$ cat config.mk
export PLATFORM = sky130hd
export DESIGN_NAME = sysex_eight_to_seven_encoder
export DESIGN_NICKNAME = d
export VERILOG_FILES = /design/src/rtl/se7_pkg.sv /design/src/rtl/se7_front.sv /design/src/rtl/se7_queue.sv /design/src/rtl/se7_back.sv /design/src/rtl/sysex_eight_to_seven_encoder.sv
export SDC_FILE = /design/constraint.sdc
export NUM_CORES = 1
export LEC_CHECK = 0
export BUFFER_PORTS_ARGS = -buffer_cell sky130_fd_sc_hd__buf_2
export CORE_MARGIN = 2
export CORE_UTILIZATION = 40
export CTS_CLUSTER_DIAMETER = 30
export DETAILED_ROUTE_END_ITERATION = 7
export SLEW_MARGIN = 20
export SYNTH_ARGS = -nofsm -noshare
export SYNTH_HDL_FRONTEND = slang
export SYNTH_SLANG_ARGS = --single-unit
$ cat constraint.sdc
create_clock -name clk -period 4.6 [get_ports clk]
set_input_delay 0 -clock clk [delete_from_list [all_inputs] [get_ports clk]]
set_output_delay 0 -clock clk [all_outputs]
set_load 0.01 [all_outputs]
$ cat src/rtl/se7_pkg.sv
// se7_pkg: shared constants and types of the SysEx eight-to-seven encoder.
// No dependencies; used by every module under rtl/.
package se7_pkg;

  localparam logic [7:0] START_MARK       = 8'hF0;
  localparam logic [7:0] END_MARK         = 8'hF7;
  localparam logic [6:0] FIRST_PREFIX_BIT = 7'h40;
  localparam logic [7:0] LOW_SEVEN        = 8'h7F;
  localparam logic [7:0] TOP_BIT          = 8'h80;

  localparam int GROUP_SIZE        = 7;
  localparam int FILL_W            = 3;
  localparam int QUEUE_DEPTH_DFLT  = 2;

  typedef logic [6:0] sev_t;

  // one command: every output word caused by one input word
  typedef struct packed {
    logic                        start;     // send 0xF0 first
    logic                        send;      // send prefix and group
    logic                        end_mark;  // send 0xF7 last
    logic [FILL_W-1:0]           count;     // group length, 1..7
    sev_t                        prefix;
    sev_t [GROUP_SIZE-1:0]       bytes;
  } cmd_t;

  typedef struct packed {
    logic valid;
    cmd_t cmd;
  } push_t;

  typedef enum logic [1:0] {
    PH_START,
    PH_PREFIX,
    PH_DATA,
    PH_END
  } phase_t;

endpackage

$ cat src/rtl/se7_front.sv
// se7_front: accepts payload words, gathers groups of seven, builds commands.
// Depends on se7_pkg.
module se7_front import se7_pkg::*; (
  input  logic  clk,
  input  logic  rst,
  input  logic  push,
  output logic  full,
  input  logic  [7:0] data_byte,
  input  logic  last_of_message,
  input  logic  q_full,
  output push_t q_push
);

  logic                  in_msg;
  logic [FILL_W-1:0]     fill;
  sev_t                  prefix;
  sev_t [GROUP_SIZE-1:0] store;

  logic                  accept;
  logic                  start;
  logic [FILL_W-1:0]     slot;
  logic [FILL_W-1:0]     new_fill;
  sev_t                  prefix0;
  sev_t                  new_prefix;
  sev_t                  low7;
  logic                  top;
  logic                  send;
  sev_t [GROUP_SIZE-1:0] group_now;

  assign full   = q_full;
  assign accept = push & ~q_full;

  always_comb begin
    start      = ~in_msg;
    slot       = start ? '0 : fill;
    prefix0    = start ? '0 : prefix;
    low7       = 7'(data_byte & LOW_SEVEN);
    top        = (data_byte & TOP_BIT) != 8'h00;
    new_prefix = prefix0 | (top ? (FIRST_PREFIX_BIT >> slot) : '0);
    new_fill   = slot + FILL_W'(1);
    send       = (new_fill == FILL_W'(GROUP_SIZE)) | last_of_message;
    group_now       = store;
    group_now[slot] = low7;

    q_push.valid        = accept & (start | send);
    q_push.cmd.start    = start;
    q_push.cmd.send     = send;
    q_push.cmd.end_mark = last_of_message;
    q_push.cmd.count    = new_fill;
    q_push.cmd.prefix   = new_prefix;
    q_push.cmd.bytes    = group_now;
  end

  // group store carries no reset: only slots written this group are read
  always_ff @(posedge clk) begin
    if (accept) begin
      store[slot] <= low7;
    end
  end

  always_ff @(posedge clk) begin
    if (rst) begin
      in_msg <= 1'b0;
      fill   <= '0;
      prefix <= '0;
    end else if (accept) begin
      in_msg <= ~last_of_message;
      fill   <= send ? '0 : new_fill;
      prefix <= send ? '0 : new_prefix;
    end
  end

endmodule

$ cat src/rtl/se7_queue.sv
// se7_queue: small command FIFO decoupling the front from the back.
// Depends on se7_pkg.
module se7_queue import se7_pkg::*; #(
  parameter int DEPTH = QUEUE_DEPTH_DFLT
) (
  input  logic  clk,
  input  logic  rst,
  input  push_t q_push,
  input  logic  q_pop,
  output cmd_t  head,
  output logic  q_empty,
  output logic  q_full
);

  localparam int PTR_W = (DEPTH > 1) ? $clog2(DEPTH) : 1;
  localparam int CNT_W = $clog2(DEPTH + 1);

  cmd_t             mem [DEPTH];
  logic [PTR_W-1:0] rd_ptr;
  logic [PTR_W-1:0] wr_ptr;
  logic [CNT_W-1:0] count;
  logic             do_push;
  logic             do_pop;

  assign q_empty = count == '0;
  assign q_full  = count == CNT_W'(DEPTH);
  assign do_push = q_push.valid & ~q_full;
  assign do_pop  = q_pop & ~q_empty;
  assign head    = mem[rd_ptr];

  always_ff @(posedge clk) begin
    if (do_push) begin
      mem[wr_ptr] <= q_push.cmd;
    end
  end

  always_ff @(posedge clk) begin
    if (rst) begin
      rd_ptr <= '0;
      wr_ptr <= '0;
      count  <= '0;
    end else begin
      if (do_push) begin
        wr_ptr <= (wr_ptr == PTR_W'(DEPTH - 1)) ? '0 : wr_ptr + PTR_W'(1);
      end
      if (do_pop) begin
        rd_ptr <= (rd_ptr == PTR_W'(DEPTH - 1)) ? '0 : rd_ptr + PTR_W'(1);
      end
      if (do_push & ~do_pop) begin
        count <= count + CNT_W'(1);
      end else if (do_pop & ~do_push) begin
        count <= count - CNT_W'(1);
      end
    end
  end

endmodule

$ cat src/rtl/se7_back.sv
// se7_back: walks the head command and offers one encoded word per cycle while pop is high.
// Depends on se7_pkg.
module se7_back import se7_pkg::*; (
  input  logic       clk,
  input  logic       rst,
  input  cmd_t       head,
  input  logic       q_empty,
  output logic       q_pop,
  output logic       empty,
  input  logic       pop,
  output logic [7:0] out_byte,
  output logic       last_of_run
);

  logic              fresh;
  phase_t            phase;
  logic [FILL_W-1:0] idx;

  phase_t            eff;
  phase_t            phase_next;
  logic [FILL_W-1:0] idx_next;
  logic              done;
  logic              take;

  always_comb begin
    if (fresh) begin
      eff = head.start ? PH_START : (head.send ? PH_PREFIX : PH_END);
    end else begin
      eff = phase;
    end
    phase_next = eff;
    idx_next   = idx;
    done       = 1'b0;
    out_byte   = END_MARK;
    case (eff)
      PH_START: begin
        out_byte = START_MARK;
        if (head.send) begin
          phase_next = PH_PREFIX;
        end else if (head.end_mark) begin
          phase_next = PH_END;
        end else begin
          done = 1'b1;
        end
      end
      PH_PREFIX: begin
        out_byte   = {1'b0, head.prefix};
        phase_next = PH_DATA;
        idx_next   = '0;
      end
      PH_DATA: begin
        out_byte = {1'b0, head.bytes[idx]};
        if ((idx + FILL_W'(1)) < head.count) begin
          idx_next = idx + FILL_W'(1);
        end else if (head.end_mark) begin
          phase_next = PH_END;
        end else begin
          done = 1'b1;
        end
      end
      PH_END: begin
        out_byte = END_MARK;
        done     = 1'b1;
      end
      default: begin
        out_byte = END_MARK;
        done     = 1'b1;
      end
    endcase
  end

  assign empty       = q_empty;
  assign last_of_run = done;
  assign take        = pop & ~q_empty;
  assign q_pop       = take & done;

  always_ff @(posedge clk) begin
    if (rst) begin
      fresh <= 1'b1;
      phase <= PH_START;
      idx   <= '0;
    end else if (take) begin
      fresh <= done;
      phase <= phase_next;
      idx   <= idx_next;
    end
  end

endmodule

$ cat src/rtl/sysex_eight_to_seven_encoder.sv
// sysex_eight_to_seven_encoder: top level; front, command queue and back.
// Path: each command is registered in the queue before the back offers its words.
// Throughput: one input word per cycle while the queue has room; one output word
// per cycle while pop is high, set by the single output port of the back.
// Depends on se7_pkg, se7_front, se7_queue, se7_back.
// Reset: synchronous rst clears group fill, prefix, message flag, queue and walker.
module sysex_eight_to_seven_encoder import se7_pkg::*; #(
  parameter int QUEUE_DEPTH = QUEUE_DEPTH_DFLT
) (
  input  logic       clk,
  input  logic       rst,
  input  logic       push,
  output logic       full,
  input  logic [7:0] data_byte,
  input  logic       last_of_message,
  output logic       empty,
  input  logic       pop,
  output logic [7:0] out_byte,
  output logic       last_of_run
);

  // Front: tracks message state and the group being gathered. Each input word
  // that causes output becomes one command holding the whole run: start mark,
  // a snapshot of the group with its prefix, and end mark as needed. Words
  // mid-group cause no command at all.
  push_t q_push;
  logic  q_full;
  logic  q_empty;
  logic  q_pop;
  cmd_t  head;

  se7_front u_front (
    .clk             (clk),
    .rst             (rst),
    .push            (push),
    .full            (full),
    .data_byte       (data_byte),
    .last_of_message (last_of_message),
    .q_full          (q_full),
    .q_push          (q_push)
  );

  // Queue: lets the front keep taking words while the back drains a run.
  se7_queue #(
    .DEPTH (QUEUE_DEPTH)
  ) u_queue (
    .clk     (clk),
    .rst     (rst),
    .q_push  (q_push),
    .q_pop   (q_pop),
    .head    (head),
    .q_empty (q_empty),
    .q_full  (q_full)
  );

  // Back: steps through the head command a word at a time; the command leaves
  // the queue with the last word of its run.
  se7_back u_back (
    .clk         (clk),
    .rst         (rst),
    .head        (head),
    .q_empty     (q_empty),
    .q_pop       (q_pop),
    .empty       (empty),
    .pop         (pop),
    .out_byte    (out_byte),
    .last_of_run (last_of_run)
  );

  // a run still in progress keeps its command queued
  a_run_continues: assert property (@(posedge clk) disable iff (rst)
    (pop && !empty && !last_of_run) |=> !empty)
    else $error("run cut short");

  // the end mark always closes its run
  a_end_closes: assert property (@(posedge clk) disable iff (rst)
    (!empty && out_byte == END_MARK) |-> last_of_run)
    else $error("end mark not last of run");

  // the last word of a message always leaves a command behind
  a_last_queued: assert property (@(posedge clk) disable iff (rst)
    (push && !full && last_of_message) |=> !empty)
    else $error("end of message produced no output");

endmodule
# Yosys cells after proc, flatten, opt, wreduce, memory -nomap -nowiden

Memory sizes are Yosys's and may differ from the RTL's. A register that Yosys moved wholly into a read port is not among the register bits.
Index checks and enable logic that the tools add are counted.

$add $sub $neg: 6
$lt $le $gt $ge: 4
Equality and inequality tests: 6
Shift operators: 1
Multiplexer cells: 32
Bitwise logic cells: 17
Reductions and logical operators: 6

Operators by type and width:

| cell                | number |
|---|---|
| $bwmux 49           | 1 |
| $mux 7              | 5 |
| $pmux 8 s4          | 1 |
| $bmux 7 s3          | 1 |
| $demux 7 s3         | 1 |
| $mux 2              | 8 |
| $mux 1              | 9 |
| $mux 3              | 3 |
| $and 1x1->1         | 8 |
| $lt 3x4->1 const B  | 2 |
| $or 7x7->7          | 1 |
| $shr 7x3->7 const A | 1 |
| $add 3x1->3 const B | 2 |
| $eq 2x2->1 const B  | 3 |
| $not 1->1           | 6 |
| $pmux 2 s3          | 1 |
| $pmux 3 s2          | 1 |
| $logic_not 2->1     | 2 |
| $reduce_bool 2->1   | 2 |
| $eq 3x3->1 const B  | 1 |
| $ge 3x1->1 const B  | 1 |
| $lt 3x3->1          | 1 |
| $pmux 1 s3          | 1 |
| $reduce_and 3->1    | 1 |
| other kinds (7)     | 9 |

Register bits after elaboration: 70
RAM bits: 124
Output and inout bits: 11
Word-level logic and storage cells: 89
Memories: 1

Memories:

| name        | words | bits a word | rd ports | clocked after Yosys merged registers in | write ports | line            | source |
|---|---|---|---|---|---|---|---|
| u_queue.mem | 2     | 62          | 1        | 1                                       | 1           | se7_queue.sv:18 | `cmd_t mem [DEPTH];` |

# Depth between registers and ports, before layout

Gate-level depths: netlist of run 1.

Word-level depth: 11
Gate-level depth with buffers: 14
Mapped depth without buffers: 12

# By module

From an unflattened synthesis of run 1, not the netlist that was laid out.

Cell total of the unflattened synthesis: 546
Area total of the unflattened synthesis: 8,670.8 um2

Modules (own cells, without submodules):

| module    | instances | cells an instance | area each (um2) | seq. area each (um2) |
|---|---|---|---|---|
| se7_queue | 1         | 218               | 4,674.5         | 3,823.7 |
| se7_front | 1         | 187               | 2,870.3         | 1,691.6 |
| se7_back  | 1         | 141               | 1,126.1         | 120.1 |

# Worst setup path after synthesis of run 1

No wires, ideal clock.

Path type: register to register
Start point: reg u_front.in_msg
End point: mem u_queue.mem[0][0] (netlist bit), enable pin
Setup time: 490 ps
Arrival time: 4,404 ps
Data required time: 4,110 ps
Setup slack: -294 ps
Stages on the path, launching flop included: 9
Path buffers: 1
Clock period less this slack: 4,894 ps
Path through: dfxtp_1 buf_2 nand2_1 inv_1 ha_1 ha_1 nor2b_1 o311a_1 nor2b_1

RTL lines:

| element                | line            | source |
|---|---|---|
| from (decl)            | se7_front.sv:14 | `logic in_msg;` |
| from (signal assigned) | se7_front.sv:67 | `in_msg <= ~last_of_message;` |
| to (decl)              | se7_queue.sv:18 |  |

==> flow_metrics.py, run 1 <==
metrics = {
    "floorplanning": {
        "row_count": 52,
        "start_util": 0.407,
        "dieArea_sq_um": 21700,
        "core-area_sq_um": 20200,
        "fp.dieW_um": 147,
        "boundaryPins": 24,
        "fp.dieH_um": 147,
    },
    "synth": {
        "synth_top_area_frac": 0.631,
        "synth_edf_count": 173,
        "synth_top_family_by_area": "multiplexers",
        "ys_seq_elements": 195,
        "netlist_instances": 486,
        "syn_area_per_cell_sq_um": 16.9,
        "synth.most_common_cell": "edfxtp_1",
        "dominantRegCellSynth": "edfxtp_1",
        "yosys.area_share.adder": 0.0213,
        "synth_cell_types": 59,
        "muxShareOfSynthArea": 0.155,
        "synth-async-reset-ratio": 0,
        "synth-xor-area-share": 0.00319,
        "synth_simple_gate_area_frac": 0.0476,
        "ys_seq_area_frac": 0.685,
        "syn_nets": 513,
        "synth_compound_area_frac": 0.0672,
        "synth_warnings": 0,
        "synth_top_area_cell": "edfxtp_1",
        "syn-cell-area_sq_um": 8230,
        "synthTopCellsByArea": "edfxtp_1, mux2_2, dfxtp_1",
        "ys_top_cells_by_count": "edfxtp_1, mux2_2, nor2_1",
    },
    "timing": {
        "relSlewSlack": 0.265,
        "max_clock_freq_ghz": 0.277,
        "whs_ns": 0.0387,
        "report.final.setup_viol": 0,
        "hold_viol": 0,
        "slew_viol_final": 0,
        "rsz0062_at_grt": "no",
        "worst_pin_slew_ns": 1.10,
        "fin_worst_skew_ns": 0.00819,
        "fin_crit_sh": 0.785,
        "min_period_ns": 3.61,
        "tns_ns": 0,
    },
    "run_status": {
        "status": "complete, no violations",
    },
    "drt": {
        "dr.pass1.iters": 5,
        "first_iter_violations": 429,
        "post-route-drc-count": 0,
        "ant_nets": 0,
        "drt_wl_total_um": 16500,
        "wl_per_cell_um": 20.7,
        "via_count": 4359,
        "avgViaCountPerCell": 5.46,
    },
    "worst_setup_path": {
        "crit_path_start_kind": "register",
        "worstPathArrival_ns": 3.97,
        "crit_type": "reg -> reg",
        "crit_fanout": 27,
        "reg2reg_depth": 9,
        "required_ns": 4.96,
        "end_kind": "register",
        "critPathCapture": "u_queue.count[1]",
        "reg2reg_to": "u_queue.count[1]",
        "r2r_slack_ns": 0.99,
    },
    "power": {
        "p_leak_nw": 3.04,
        "peakVddDrop_v": 0.000265,
        "power_density_nw_per_um2": 504,
    },
    "clock_tree": {
        "ctsHtreeMaxLevel": 4,
        "cts_buffers": 17,
        "clk_latency_ns": 0.42,
        "clk_pin_slew_ns": 0.07,
        "cts_sinks": 195,
        "cts-root-buf": "clkbuf_16",
        "cts_resized": 0,
        "cts_tree": "built",
        "cts.path.max_buffers": 2,
    },
    "global_routing": {
        "grt.overflow.total": 0,
        "grt_pass1_wl_um": 25900,
        "grt_pass1_vias": 4411,
        "grt_use_total": 0.159,
        "antenna_found_initial": 0,
        "grt_max_degree": 63,
    },
    "place": {
        "dp_hpwl_um": 10600,
        "gp_congestion": 0.806,
        "portBuffers": 23,
    },
    "cells_and_area": {
        "layout-drive-gt1-share": 0.286,
        "antenna_cells": 0,
        "final_net_count": 543,
        "fillers": 1747,
        "area_delta_synth_final_pct": 11.7,
    },
    "worst_hold_path": {
        "hp-start": "data_byte[0]",
        "worstHoldPathType": "in -> reg",
    },
    "job": {
        "maxCapViolCount": 0,
    },
}
## timing repair
action | 4_1_cts | 5_1_grt
hold endpoints to repair | 12 | 0
setup buffers | 0 | 0
hold buffers | 3 | 0
setup endpoints to repair | 0 | 0
## where the power goes
part | internal (mW) | switching [mW] | leakage, nW | total [mW]
Sequential | 2.31 | 0.0954 | 1.81 | 2.40
Combinational | 0.320 | 0.501 | 0.966 | 0.821
Clock | 0.754 | 0.652 | 0.268 | 1.41
## worst min-delay path by stage
stage	end	cells after the start
final	u_queue.mem[1][35]	2
after global routing	u_front.store[37]	2
after CTS	u_front.store[30]	2
after detailed placement	u_queue.mem[0][59]	1
after global placement	u_queue.mem[1][59]	1
after floorplan	u_front.in_msg	1
## layer usage
metal,track usage,up-vias,share of wire
li1,-,1984,-
met1,0.217,2263,0.46
met2,0.258,101,0.49
met3,0.0364,11,0.038
met4,0.0433,0,0.011
met5,0,-,0
## registers in the layout, summed over array words and instances (netlist names), 2 cells and up, named ones only
signal and cells:
u_back.idx 3, u_back.phase 2, u_front.fill 3, u_front.prefix 7
u_front.store 49, u_queue.count 2, u_queue.mem 124
## critical path, stage by stage (launching register included)
cell and delay (ns):
dfxtp_2 0.80, or3b_1 0.46, a31oi_4 0.26, ha_1 0.41, o221ai_2 0.23, a2111oi_4 0.44, inv_1 0.10, ha_1 0.34
or3_1 0.37, a21oi_1 0.13
## cells by family (layout without fill, tap and decap cells)
group / count (synthesis) / count (layout)
buffers and inverters: 30 / 72
XOR/XNOR: 3 / 3
AO/OA/AOI/OAI: 76 / 76
flip-flops: 195 / 195
adder cells (fa/ha/maj): 14 / 14
AND/OR/NAND/NOR: 70 / 70
multiplexers: 98 / 98
## per-stage QoR
stage	cells	area, sq um	worst slack [ns]	utilization	power [mW]
finish	798	9190	0.987	0.454	4.63
global placement	764	8610	1.09	0.426	3.24
global route	798	9190	0.776	0.454	4.84
CTS	798	9190	0.956	0.454	4.68
floorplan	486	8230	0.884	-	3.00
detailed placement	764	8610	1.00	0.426	3.28
## layout make-up
type                       count  area (sq um)  share of cell area
clock buffer                  18           429              0.0467
tap                          270           338              0.0367
clock inverter                13           123              0.0133
timing repair buffer          31           195              0.0212
inverter                      10          37.5             0.00408
multi-input combinational    261          2430               0.265
sequential                   195          5640               0.613
## cells in the final DEF (no fill, tap or decap), types with 2 or more instances in the layout
cell and n:
edfxtp_1 173, mux2_2 58, nor2_1 27, buf_2 23
dfxtp_1 21, mux2i_1 20, clkbuf_16 17, mux4_2 15
o21ai_0 15, ha_1 14, a21oi_1 13, o22ai_1 11
a22oi_1 10, inv_1 9, nand2_1 8, nand2b_1 7
inv_6 6, nor3_1 5, or2_2 4, buf_4 4
nor2b_1 3, o32ai_1 3, a32o_1 3, a31oi_1 3
dlygate4sd3_1 3, o21a_1 2, and2_2 2, mux4_1 2
a22o_1 2, nor3_2 2, and3_1 2, nand3b_1 2
mux2_1 2, xor2_1 2, clkinv_2 2, clkinvlp_4 2
Note: power is estimated with default switching activity, not from simulation.
==> run 2: changes to the inputs <==
==> constraint.sdc (replaced) <==
create_clock -name clk -period 3.74 [get_ports clk]
set_input_delay 0 -clock clk [delete_from_list [all_inputs] [get_ports clk]]
set_output_delay 0 -clock clk [all_outputs]
set_load 0.01 [all_outputs]
==> run 2 against run 1 <==
Hold slack worse by 0.024 ns; clock power is 21% higher; setup slack worse by 0.37 ns; clock skew is 0.0045 ns higher; sequential share of layout area is 0.59 points lower; register-to-register slack worse by 0.37 ns; core utilization is 0.45 points higher; total power is 23% higher; combinational power is 29% higher; cell count is 1.1% higher; first-iteration DRC count is 46% lower; design area is 0.98% higher; largest power group unchanged.
==> flow_metrics.py, run 2 (synthesis gave the netlist of run 1 again) <==
metrics = {
    "clock_tree": {
        "clk_pin_slew_ns": 0.07,
        "cts_tree": "built",
        "cts-root-buf": "clkbuf_16",
        "clk_latency_ns": 0.44,
        "ctsHtreeMaxLevel": 4,
        "cts_resized": 0,
        "cts.path.max_buffers": 2,
        "cts_buffers": 17,
        "cts_sinks": 195,
    },
    "worst_hold_path": {
        "worstHoldPathCells": 2,
        "hp-start": "data_byte[6]",
        "worstHoldPathType": "in -> reg",
        "min_to": "u_queue.mem[1][20]",
    },
    "timing": {
        "min_period_ns": 3.12,
        "whs_ns": 0.0143,
        "report.final.setup_viol": 0,
        "relSlewSlack": 0.468,
        "hold_viol": 0,
        "worst_pin_slew_ns": 0.793,
        "slew_viol_final": 0,
        "fin_worst_skew_ns": 0.0127,
        "tns_ns": 0,
        "max_clock_freq_ghz": 0.320,
        "rsz0062_at_grt": "no",
        "fin_crit_sh": 0.835,
    },
    "drt": {
        "post-route-drc-count": 0,
        "dr.pass1.iters": 5,
        "drt_wl_total_um": 16600,
        "wl_per_cell_um": 20.6,
        "via_count": 4340,
        "avgViaCountPerCell": 5.38,
        "first_iter_violations": 232,
        "ant_nets": 0,
    },
    "global_routing": {
        "grt_pass1_vias": 4573,
        "grt_use_total": 0.162,
        "antenna_found_initial": 0,
        "grt_pass1_wl_um": 25900,
        "grt.overflow.total": 0,
        "grt_max_degree": 31,
    },
    "worst_setup_path": {
        "cpPeakStageDelay_ns": 0.57,
        "crit_type": "reg -> reg",
        "end_kind": "register",
        "crit_fanout": 13,
        "cp_cell_sequence": "or3b_1, a31oi_4, ha_1, nor2_1, a2111oi_4, inv_1, ha_1, or3_1, a21oi_1",
        "reg2reg_to": "u_queue.count[1]",
        "crit_slowest_cell": "dfxtp_2",
        "worstPathArrival_ns": 3.50,
        "required_ns": 4.12,
        "r2r_slack_ns": 0.62,
        "worst_path_most_repeated_cell": "ha_1",
        "reg2reg_depth": 9,
        "crit_path_start_kind": "register",
    },
    "floorplanning": {
        "core-area_sq_um": 20200,
        "boundaryPins": 24,
        "dieArea_sq_um": 21700,
        "fp.dieW_um": 147,
        "start_util": 0.407,
        "row_count": 52,
        "fp.dieH_um": 147,
    },
    "cells_and_area": {
        "layout_common_cells": "edfxtp_1, mux2_2, nor2_1, buf_2, dfxtp_1",
        "layout-drive-gt1-share": 0.294,
        "largest_reg_flops": 124,
        "fillers": 1758,
        "area_delta_synth_final_pct": 12.8,
        "multi_input_area_sq_um": 2430,
        "final_net_count": 551,
        "final_common_cell": "edfxtp_1",
        "largest_registers": "u_queue.mem: 124 flops, u_front.store: 49 flops, u_front.prefix: 7 flops",
        "postLayoutCellArea_sq_um": 9280,
        "regArea_sq_um": 5640,
        "regMostFlops": "u_queue.mem",
        "antenna_cells": 0,
    },
    "power": {
        "peakVddDrop_v": 0.000354,
        "power_density_nw_per_um2": 615,
        "p_leak_nw": 3.09,
    },
    "run_status": {
        "status": "complete, no violations",
    },
    "job": {
        "maxCapViolCount": 0,
    },
    "place": {
        "gp_congestion": 0.858,
        "portBuffers": 23,
        "post_dp_cell_area_sq_um": 8710,
        "dp_hpwl_um": 11000,
    },
}
-- run 2: cell types whose count changed in the layout (fill, tap and decap cells not counted), sizes merged --
cell	before	now
buf	28	36
clkinv	3	5
clkbuf	18	21
inv	17	13
-- run 2: where the power goes --
group,switching (mW),internal (mW),total (mW)
clock,0.779,0.921,1.70
sequential,0.112,2.84,2.95
combinational,0.629,0.429,1.06
-- run 2: how the worst max path moves through the flow --
stage                        end  cells after the start  slack [ns]           start
4_1_cts         u_queue.count[1]                      9        0.58        register
6_report        u_queue.count[1]                      9        0.62        register
3_5_place_dp    u_queue.count[1]                      9        0.58        register
2_1_floorplan  u_queue.mem[0][0]                      8        0.02  u_front.in_msg
5_1_grt         u_queue.count[1]                      9        0.42        register
3_3_place_gp    u_queue.count[1]                      9        0.65        register
-- run 2: area by class of cell --
type | instances | share of cell area
Timing Repair Buffer | 39 | 0.0315
Sequential cell | 195 | 0.607
Tap cell | 270 | 0.0364
Clock inverter | 11 | 0.0112
Clock buffer | 21 | 0.0474
Inverter | 10 | 0.00404
Multi-Input combinational cell | 261 | 0.262
-- run 2: critical path: cells and delay by family (launching register included) --
kind            cells  cell delay, ns
fa+ha+maj           2            0.64
buf+inv             1            0.09
compound gates      3            0.82
flops               1            0.57
simple gates        3            0.95
-- run 2: through the flow --
| step | worst slack [ns] | power (mW) | instances | util |
|---|---|---|---|---|
| 2_1_floorplan | 0.0235 | 3.69 | 486 | - |
| 3_3_place_gp | 0.652 | 4.03 | 772 | 0.430 |
| 3_5_place_dp | 0.578 | 4.07 | 772 | 0.430 |
| 4_1_cts | 0.580 | 5.77 | 807 | 0.459 |
| 5_1_grt | 0.415 | 5.95 | 807 | 0.459 |
| 6_report | 0.616 | 5.71 | 807 | 0.459 |
-- run 2: repair_timing --
item                                   in CTS  in global routing
endpoints found under the hold margin      19                  0
setup buffers                               0                  0
hold buffers                                3                  0
-- run 2: per-layer routing --
metal | vias up | routed length, um | global-route usage
met2 | 80 | 8260 | 0.269
met3 | 23 | 678 | 0.0358
met5 | - | 0 | 0
met1 | 2234 | 7420 | 0.209
met4 | 0 | 281 | 0.0635
li1 | 2003 | - | -
